**src/sv/csad_pkg.sv**
```systemverilog
`default_nettype none
package csad_pkg;

    localparam int NUM_STAGES = 64;
    localparam int NUM_ROUNDS = 56;
    localparam int INIT_CLKS  = 32;

    localparam logic REG_CB0 = 1'b0;
    localparam logic REG_CB1 = 1'b1;

    localparam logic [63:0] BYTE_REP = 64'h0101010101010101;
    localparam logic [63:0] HI_NIB   = 64'hf0f0f0f0f0f0f0f0;
    localparam logic [63:0] LO_NIB   = 64'h0f0f0f0f0f0f0f0f;

    typedef struct packed {
        logic [39:0] ra;
        logic [39:0] rb;
        logic [3:0]  e;
        logic [3:0]  f;
        logic [3:0]  x;
        logic [3:0]  y;
        logic [3:0]  z;
        logic [3:0]  d;
        logic        c;
        logic        p;
        logic        q;
        logic [63:0] ks;
        logic [63:0] w;
        logic [63:0] t;
        logic [63:0] key;
    } csad_st_t;

    localparam logic [1:0] SSB [0:6][0:31] = '{
        '{2,0,1,1,2,3,3,0,3,2,2,0,1,1,0,3, 0,3,3,0,2,2,1,1,2,2,0,3,1,1,3,0},
        '{3,1,0,2,2,3,3,0,1,3,2,1,0,0,1,2, 3,1,0,3,3,2,0,2,0,0,1,2,2,1,3,1},
        '{2,0,1,2,2,3,3,1,1,1,0,3,3,0,2,0, 1,3,0,1,3,0,2,2,2,0,1,2,0,3,3,1},
        '{3,1,2,3,0,2,1,2,1,2,0,1,3,0,0,3, 1,0,3,1,2,3,0,3,0,3,2,0,1,2,2,1},
        '{2,0,0,1,3,2,3,2,0,1,3,3,1,0,2,1, 2,3,2,0,0,3,1,1,1,0,3,2,3,1,0,2},
        '{0,1,2,3,1,2,2,0,0,1,3,0,2,3,1,3, 2,3,0,2,3,0,1,1,2,1,1,2,0,3,3,0},
        '{0,3,2,2,3,0,0,1,3,0,1,3,1,2,2,1, 1,0,3,3,0,1,1,2,2,3,1,0,2,3,0,2}
    };

    localparam int SSB_TAP [0:6][0:4] = '{
        '{12,2,21,27,32}, '{5,10,23,24,33}, '{3,4,17,19,22}, '{11,1,7,14,28},
        '{18,15,20,29,34}, '{9,13,16,26,35}, '{6,8,25,30,31}
    };

    localparam int BTAP [0:3][0:3] = '{
        '{8,21,26,35}, '{20,29,11,14}, '{19,30,12,17}, '{34,23,9,28}
    };

    localparam logic [7:0] BSUB [0:255] = '{
        8'h3a,8'hea,8'h68,8'hfe,8'h33,8'he9,8'h88,8'h1a,
        8'h83,8'hcf,8'he1,8'h7f,8'hba,8'he2,8'h38,8'h12,
        8'he8,8'h27,8'h61,8'h95,8'h0c,8'h36,8'he5,8'h70,
        8'ha2,8'h06,8'h82,8'h7c,8'h17,8'ha3,8'h26,8'h49,
        8'hbe,8'h7a,8'h6d,8'h47,8'hc1,8'h51,8'h8f,8'hf3,
        8'hcc,8'h5b,8'h67,8'hbd,8'hcd,8'h18,8'h08,8'hc9,
        8'hff,8'h69,8'hef,8'h03,8'h4e,8'h48,8'h4a,8'h84,
        8'h3f,8'hb4,8'h10,8'h04,8'hdc,8'hf5,8'h5c,8'hc6,
        8'h16,8'hab,8'hac,8'h4c,8'hf1,8'h6a,8'h2f,8'h3c,
        8'h3b,8'hd4,8'hd5,8'h94,8'hd0,8'hc4,8'h63,8'h62,
        8'h71,8'ha1,8'hf9,8'h4f,8'h2e,8'haa,8'hc5,8'h56,
        8'he3,8'h39,8'h93,8'hce,8'h65,8'h64,8'he4,8'h58,
        8'h6c,8'h19,8'h42,8'h79,8'hdd,8'hee,8'h96,8'hf6,
        8'h8a,8'hec,8'h1e,8'h85,8'h53,8'h45,8'hde,8'hbb,
        8'h7e,8'h0a,8'h9a,8'h13,8'h2a,8'h9d,8'hc2,8'h5e,
        8'h5a,8'h1f,8'h32,8'h35,8'h9c,8'ha8,8'h73,8'h30,
        8'h29,8'h3d,8'he7,8'h92,8'h87,8'h1b,8'h2b,8'h4b,
        8'ha5,8'h57,8'h97,8'h40,8'h15,8'he6,8'hbc,8'h0e,
        8'heb,8'hc3,8'h34,8'h2d,8'hb8,8'h44,8'h25,8'ha4,
        8'h1c,8'hc7,8'h23,8'hed,8'h90,8'h6e,8'h50,8'h00,
        8'h99,8'h9e,8'h4d,8'hd9,8'hda,8'h8d,8'h6f,8'h5f,
        8'h3e,8'hd7,8'h21,8'h74,8'h86,8'hdf,8'h6b,8'h05,
        8'h8e,8'h5d,8'h37,8'h11,8'hd2,8'h28,8'h75,8'hd6,
        8'ha7,8'h77,8'h24,8'hbf,8'hf0,8'hb0,8'h02,8'hb7,
        8'hf8,8'hfc,8'h81,8'h09,8'hb1,8'h01,8'h76,8'h91,
        8'h7d,8'h0f,8'hc8,8'ha0,8'hf2,8'hcb,8'h78,8'h60,
        8'hd1,8'hf7,8'he0,8'hb5,8'h98,8'h22,8'hb3,8'h20,
        8'h1d,8'ha6,8'hdb,8'h7b,8'h59,8'h9f,8'hae,8'h31,
        8'hfb,8'hd3,8'hb6,8'hca,8'h43,8'h72,8'h07,8'hf4,
        8'hd8,8'h41,8'h14,8'h55,8'h0d,8'h54,8'h8b,8'hb9,
        8'had,8'h46,8'h0b,8'haf,8'h80,8'h52,8'h2c,8'hfa,
        8'h8c,8'h89,8'h66,8'hfd,8'hb2,8'ha9,8'h9b,8'hc0
    };

    localparam int KPERM [0:63] = '{
        19,27,55,46,1,15,36,22, 56,61,39,21,54,58,50,28,
        7,29,51,6,33,35,20,16, 47,30,32,63,10,11,4,38,
        62,26,40,18,12,52,37,53, 23,59,41,17,31,0,25,43,
        44,14,2,13,45,48,3,60, 49,8,34,5,9,42,57,24
    };

    localparam int RPERM [0:7] = '{1,7,5,4,2,6,0,3};

    function automatic logic [63:0] key_perm(input logic [63:0] v);
        logic [63:0] r;
        r = '0;
        for (int i = 0; i < 64; i++) begin
            r[KPERM[i]] = v[i];
        end
        return r;
    endfunction

    function automatic logic [7:0] round_perm(input logic [7:0] v);
        logic [7:0] r;
        r = '0;
        for (int i = 0; i < 8; i++) begin
            r[RPERM[i]] = v[i];
        end
        return r;
    endfunction

endpackage
`default_nettype wire

```
**src/sv/csad_stage.sv**
```systemverilog
`default_nettype none
module csad_stage #(
    parameter int STAGE = 0
) (
    input  wire logic              aclk,
    input  wire logic              aresetn,
    input  wire logic              en,
    input  wire logic              vld_in,
    input  wire csad_pkg::csad_st_t st_in,
    input  wire logic [63:0]       cb0,
    output logic                   vld_out,
    output csad_pkg::csad_st_t     st_out
);
    import csad_pkg::*;

    localparam bit IS_INIT   = (STAGE < INIT_CLKS);
    localparam bit HAS_ROUND = (STAGE < NUM_ROUNDS);
    localparam int BYTE_IDX  = IS_INIT ? (7 - STAGE / 4) : 0;
    localparam bit USE_HI    = ((STAGE % 2) == 0);
    localparam int RND       = HAS_ROUND ? (NUM_ROUNDS - 1 - STAGE) : 0;
    localparam int SCH_BYTE  = RND % 8;
    localparam logic [7:0] SCH_CONST = 8'(RND / 8);
    localparam bit DO_PERM   = HAS_ROUND && ((RND % 8) == 0);
    localparam int KS_POS    = IS_INIT ? 1 : (63 - 2 * (STAGE - INIT_CLKS));

    logic               vld_reg;
    csad_st_t           st_reg;
    csad_st_t           st_next;
    logic [7:0]         by;
    logic [3:0]         ia, ib, bo, a0, b0, d_new;
    logic [4:0]         sum;
    logic [4:0]         addr;
    logic [1:0]         s [0:6];
    logic [7:0]         w [0:7];
    logic [7:0]         sb, l;

    always_comb begin
        st_next = st_in;
        by = cb0[8*BYTE_IDX +: 8];
        ia = USE_HI ? by[7:4] : by[3:0];
        ib = USE_HI ? by[3:0] : by[7:4];
        for (int i = 0; i < 4; i++) begin
            bo[3-i] = st_in.rb[BTAP[i][0]] ^ st_in.rb[BTAP[i][1]]
                    ^ st_in.rb[BTAP[i][2]] ^ st_in.rb[BTAP[i][3]];
        end
        a0 = st_in.ra[39:36] ^ st_in.x;
        b0 = st_in.rb[27:24] ^ st_in.rb[39:36] ^ st_in.y;
        if (IS_INIT) begin
            a0 = a0 ^ st_in.d ^ ia;
            b0 = b0 ^ ib;
        end
        d_new = st_in.e ^ st_in.z ^ bo;
        st_next.d = d_new;
        if (!IS_INIT) begin
            st_next.ks[KS_POS]   = d_new[3] ^ d_new[2];
            st_next.ks[KS_POS-1] = d_new[0] ^ d_new[1];
        end
        if (st_in.p) begin
            b0 = {b0[2:0], b0[3]};
        end
        sum = 5'(st_in.e) + 5'(st_in.z) + 5'(st_in.c);
        if (!st_in.q) begin
            st_next.e = st_in.f;
            st_next.f = st_in.e;
        end else begin
            st_next.e = st_in.f;
            st_next.f = sum[3:0];
            st_next.c = sum[4];
        end
        for (int i = 0; i < 7; i++) begin
            addr = '0;
            for (int j = 0; j < 5; j++) begin
                addr[4-j] = st_in.ra[SSB_TAP[i][j]];
            end
            s[i] = SSB[i][addr];
        end
        st_next.x = {s[3][0], s[2][0], s[1][1], s[0][1]};
        st_next.y = {s[5][0], s[4][0], s[3][1], s[2][1]};
        st_next.z = {s[1][0], s[0][0], s[5][1], s[4][1]};
        st_next.p = s[6][1];
        st_next.q = s[6][0];
        st_next.ra = {st_in.ra[35:0], a0};
        st_next.rb = {st_in.rb[35:0], b0};

        // one block cipher round while rounds remain
        for (int i = 0; i < 8; i++) begin
            w[i] = st_in.w[63-8*i -: 8];
        end
        sb = BSUB[st_in.t[8*SCH_BYTE +: 8] ^ SCH_CONST ^ w[6]];
        l  = w[7] ^ sb;
        if (HAS_ROUND) begin
            st_next.w = {l, w[0], w[1] ^ l, w[2] ^ l, w[3] ^ l, w[4],
                         w[5] ^ round_perm(sb), w[6]};
        end
        if (DO_PERM) begin
            st_next.t = key_perm(st_in.t);
        end
    end

    always_ff @(posedge aclk) begin
        if (!aresetn) begin
            vld_reg <= 1'b0;
        end else if (en) begin
            vld_reg <= vld_in;
        end
    end

    always_ff @(posedge aclk) begin
        if (en) begin
            st_reg <= st_next;
        end
    end

    assign vld_out = vld_reg;
    assign st_out  = st_reg;

endmodule
`default_nettype wire

```
**config.mk**
```make
export PLATFORM = sky130hd
export DESIGN_NAME = csad_stage
export DESIGN_NICKNAME = d
export VERILOG_FILES = /design/src/sv/csad_pkg.sv /design/src/sv/csad_stage.sv
export SDC_FILE = /design/constraint.sdc
export NUM_CORES = 1
export LEC_CHECK = 0
export BUFFER_PORTS_ARGS = -buffer_cell sky130_fd_sc_hd__buf_2
export CAP_MARGIN = 20
export CORE_AREA = 2 2 306 308
export DETAILED_ROUTE_END_ITERATION = 7
export DIE_AREA = 0 0 308 310
export GPL_ROUTABILITY_DRIVEN = 1
export PLACE_DENSITY = 0.47
export SYNTH_ARGS = -nofsm -noshare
export SYNTH_HDL_FRONTEND = slang
export SYNTH_SLANG_ARGS = --single-unit
```
**constraint.sdc**
```tcl
create_clock -name aclk -period 5.6 [get_ports aclk]
set_clock_uncertainty 0.15 [all_clocks]
set_input_delay 0.84 -clock aclk [delete_from_list [all_inputs] [get_ports aclk]]
set_output_delay 0.84 -clock aclk [all_outputs]
set_load 0.05 [all_outputs]
```
==> qor.csv <==
metric;value;unit
top cells by count, synth;edfxtp_1, nand2_1, nor2_1, xnor2_1, a21oi_1;
Final Wtd Congestion;0.918;
CP Capture Type;flip-flop;
critical path, cell by cell;buf_2 -> xor2_1 -> inv_1 -> ha_1 -> buf_4 -> a21oi_1 -> a221oi_1 -> a2111oi_0 -> buf_4 -> a32oi_1 -> mux2i_4 -> xor2_4 -> xor2_1;
Die W;308;microns
worst hold path depth;1;
unrepaired setup endpoints after global routing;false;
post-CTS sizing;0;
CTS max path bufs;3;
# Max-Cap Violations;0;
drt drc;0;
xor and xnor area share after synthesis;6.46;%
overall die area;95500;sq um
Crit Path Category;in -> reg;
Die Y;310;microns
Post-Synth Adder-Cell Area;4.06;%
top-area cell type share of the netlist area;65.3;%
Worst path slowest cell;a2111oi_0;
routed wire length;87500;microns
Ys Warns;0;
top cells by area, synth;edfxtp_1, ha_1, xnor2_1, nand2_1, a21oi_1;
initial antenna violation count;37;
Post-Syn Instances;1196;
largest area contributor in the netlist;edfxtp_1;
Worst slew margin;28.1;%
grt ovf;0;
CTS tree;done;
Core Area;92500;sq um
Ports;795;
Post-Syn Area;16700;sq um
Post-Synth Simple-Gate Area;6.21;%
via count;14271;
row cnt;112;
Post-Syn Nets;1680;
Max Slew Vio Count;0;
dpl cell area;22000;sq um
Compound-Gate Fraction of Synth Area;11.8;%
area growth from synthesis to layout;40.2;%
dpl hpwl;68900;microns
H-Tree Depth;2;
ys async rst share;0;%
Max Fclk;243;MHz
Reg clk slew, reported paths;0.06;ns
multiplexer share of the synthesized area;3.13;%
delay-heaviest family, CP;compound AO/OA/AOI/OAI gates;
worst reg-to-reg path cell count;2;
pwr/cell area;381;nW/um^2
Distinct cells, synth;85;
VDD IR-drop max;0.214;mV
Hold Vio Cnt, Final;0;
post-route setup TNS;0;ns
Final Instance Area;23400;sq um
Leak Pwr;9.44;nW
clock period minus final worst setup slack;4.11;ns
CP Depth;13;
GRT Overall Usage;17.2;%
actual slew at the worst max-slew pin;1.07;ns
total CTS buffers;44;
CP Max Fanout;10;
period utilization;73.4;%
Root Buffer;clkbuf_16;
Arr. time, crit path;4.28;ns
Worst Path Buf+Inv;4;
Routed wire per std cell;27.4;microns
post-cts hold buffer count;0;
post-route ant nets;0;
flops & latches, synth;364;
dominant cell by count in the synthesized netlist;edfxtp_1;
Post-synth EDFFs;363;
starting density of the core;18.1;%
largest net degree at the start of global routing;107;
vias in the first global route;13779;
worst min path class;in -> reg;
Worst Setup Start Kind;input pin;
Setup Viol. Count Final;0;
largest family of logic cells by synthesized area;compound AO/OA/AOI/OAI gates;
Clock Latency Late Sink;0.58;ns
post-CTS setup buffers;0;
DRT iter0 DRCs;1583;
first-pass GRT wire length;114000;microns
nets;2433;
mean number of vias per cell;4.47;
IO Port Bufs;738;
Post-Syn Area per Cell;14.0;sq um
TritonCTS Sinks;364;
Post-synth top flop;edfxtp_1;
layout cell share with drive strength beyond 1;44.9;%
status;finished, final reports clean;
Critical Path RT;5.78;ns
1st-pass router iterations;5;
register area share after synthesis;65.4;%
slowest stage delay, CP;0.78;ns
-- worst reg2reg max path: stages (launching register included) --
cell     delay [ns]
dfxtp_1        0.32
mux2i_1        0.13
nor2b_1        0.07
-- layout make-up --
| class | instances | area [sq um] |
|---|---|---|
| Sequential cell | 364 | 10900 |
| Tap cell | 1197 | 1500 |
| Clock inverter | 25 | 233 |
| Multi-Input combinational cell | 726 | 5380 |
| Inverter | 32 | 120 |
| Fill cell | 9801 | 69100 |
| Timing Repair Buffer | 781 | 4090 |
| Antenna cell | 14 | 35.0 |
| Clock buffer | 54 | 1140 |
-- layout by cell type, fill, tap and decap left out, drive strengths merged, types with 6 or more instances in the layout --
master / synthesis / routed
buf: 32 / 781
edfxtp: 363 / 363
nand2: 96 / 96
xnor2: 80 / 80
nor2: 75 / 75
o21ai: 65 / 65
a21oi: 63 / 63
clkbuf: 42 / 54
ha: 51 / 51
inv: 32 / 34
xor2: 29 / 29
nand3: 24 / 24
mux2i: 21 / 21
o211ai: 20 / 20
clkinv: 0 / 18
a31oi: 17 / 17
diode: 0 / 14
a211oi: 14 / 14
nor3: 12 / 12
o22ai: 11 / 11
a221oi: 11 / 11
mux4: 10 / 10
o31ai: 9 / 9
o221ai: 9 / 9
o311ai: 9 / 9
a32oi: 9 / 9
a311oi: 8 / 8
or3: 7 / 7
mux2: 6 / 6
-- flip-flops by register name (all words and copies together), names as in the netlist --
name / cells
vld_out: 1
st_out: 363
-- layer usage --
layer	GRT usage (%)	routed length [microns]	vias up
met5	0	76	-
met4	6.02	2800	14
met3	4.70	7690	139
met2	28.0	41500	825
met1	21.9	35500	7195
li1	-	-	6098
-- power by group --
group | switching [mW] | leakage (nW) | total (mW) | internal (mW)
Combinational | 2.01 | 5.21 | 2.67 | 0.663
Sequential | 0.0958 | 3.56 | 3.44 | 3.34
Clock | 1.18 | 0.667 | 2.80 | 1.63
-- metrics by stage --
step | instances | hold slack (ns) | power, mW | worst slack (ns) | utilization (%)
after detailed placement | 3100 | 0.391 | 6.17 | 1.02 | 23.8
after global placement | 3100 | 0.355 | 6.18 | 1.07 | 23.8
after CTS | 3179 | 0.209 | 9.04 | 1.65 | 25.3
after floorplan | 1196 | 0.593 | 5.18 | 1.62 | -
final | 3193 | 0.272 | 8.92 | 1.49 | 25.3
after global routing | 3184 | 0.225 | 9.25 | 1.38 | 25.3
-- cells by family (layout without fill, tap and decap cells) --
group                      Yosys count  count (layout)
adders and majority gates           53              53
xor gates and xnor gates           109             109
and+or+nand+nor                    237             237
DFF                                364             364
AOI/OAI and AO/OA                  290             290
buffers and inverters              106             892
muxes                               37              37
other                                0              14
-- path summary, 6_finish.rpt --
path / start / slack [ns] / endpoint
max reg2reg: vld_out / 4.83 / vld_out
max: st_in[136] / 1.49 / st_out[160]
min reg2reg: vld_out / 0.41 / vld_out
min: st_in[232] / 0.27 / st_out[232]
Power figures use the tool's default switching activity.
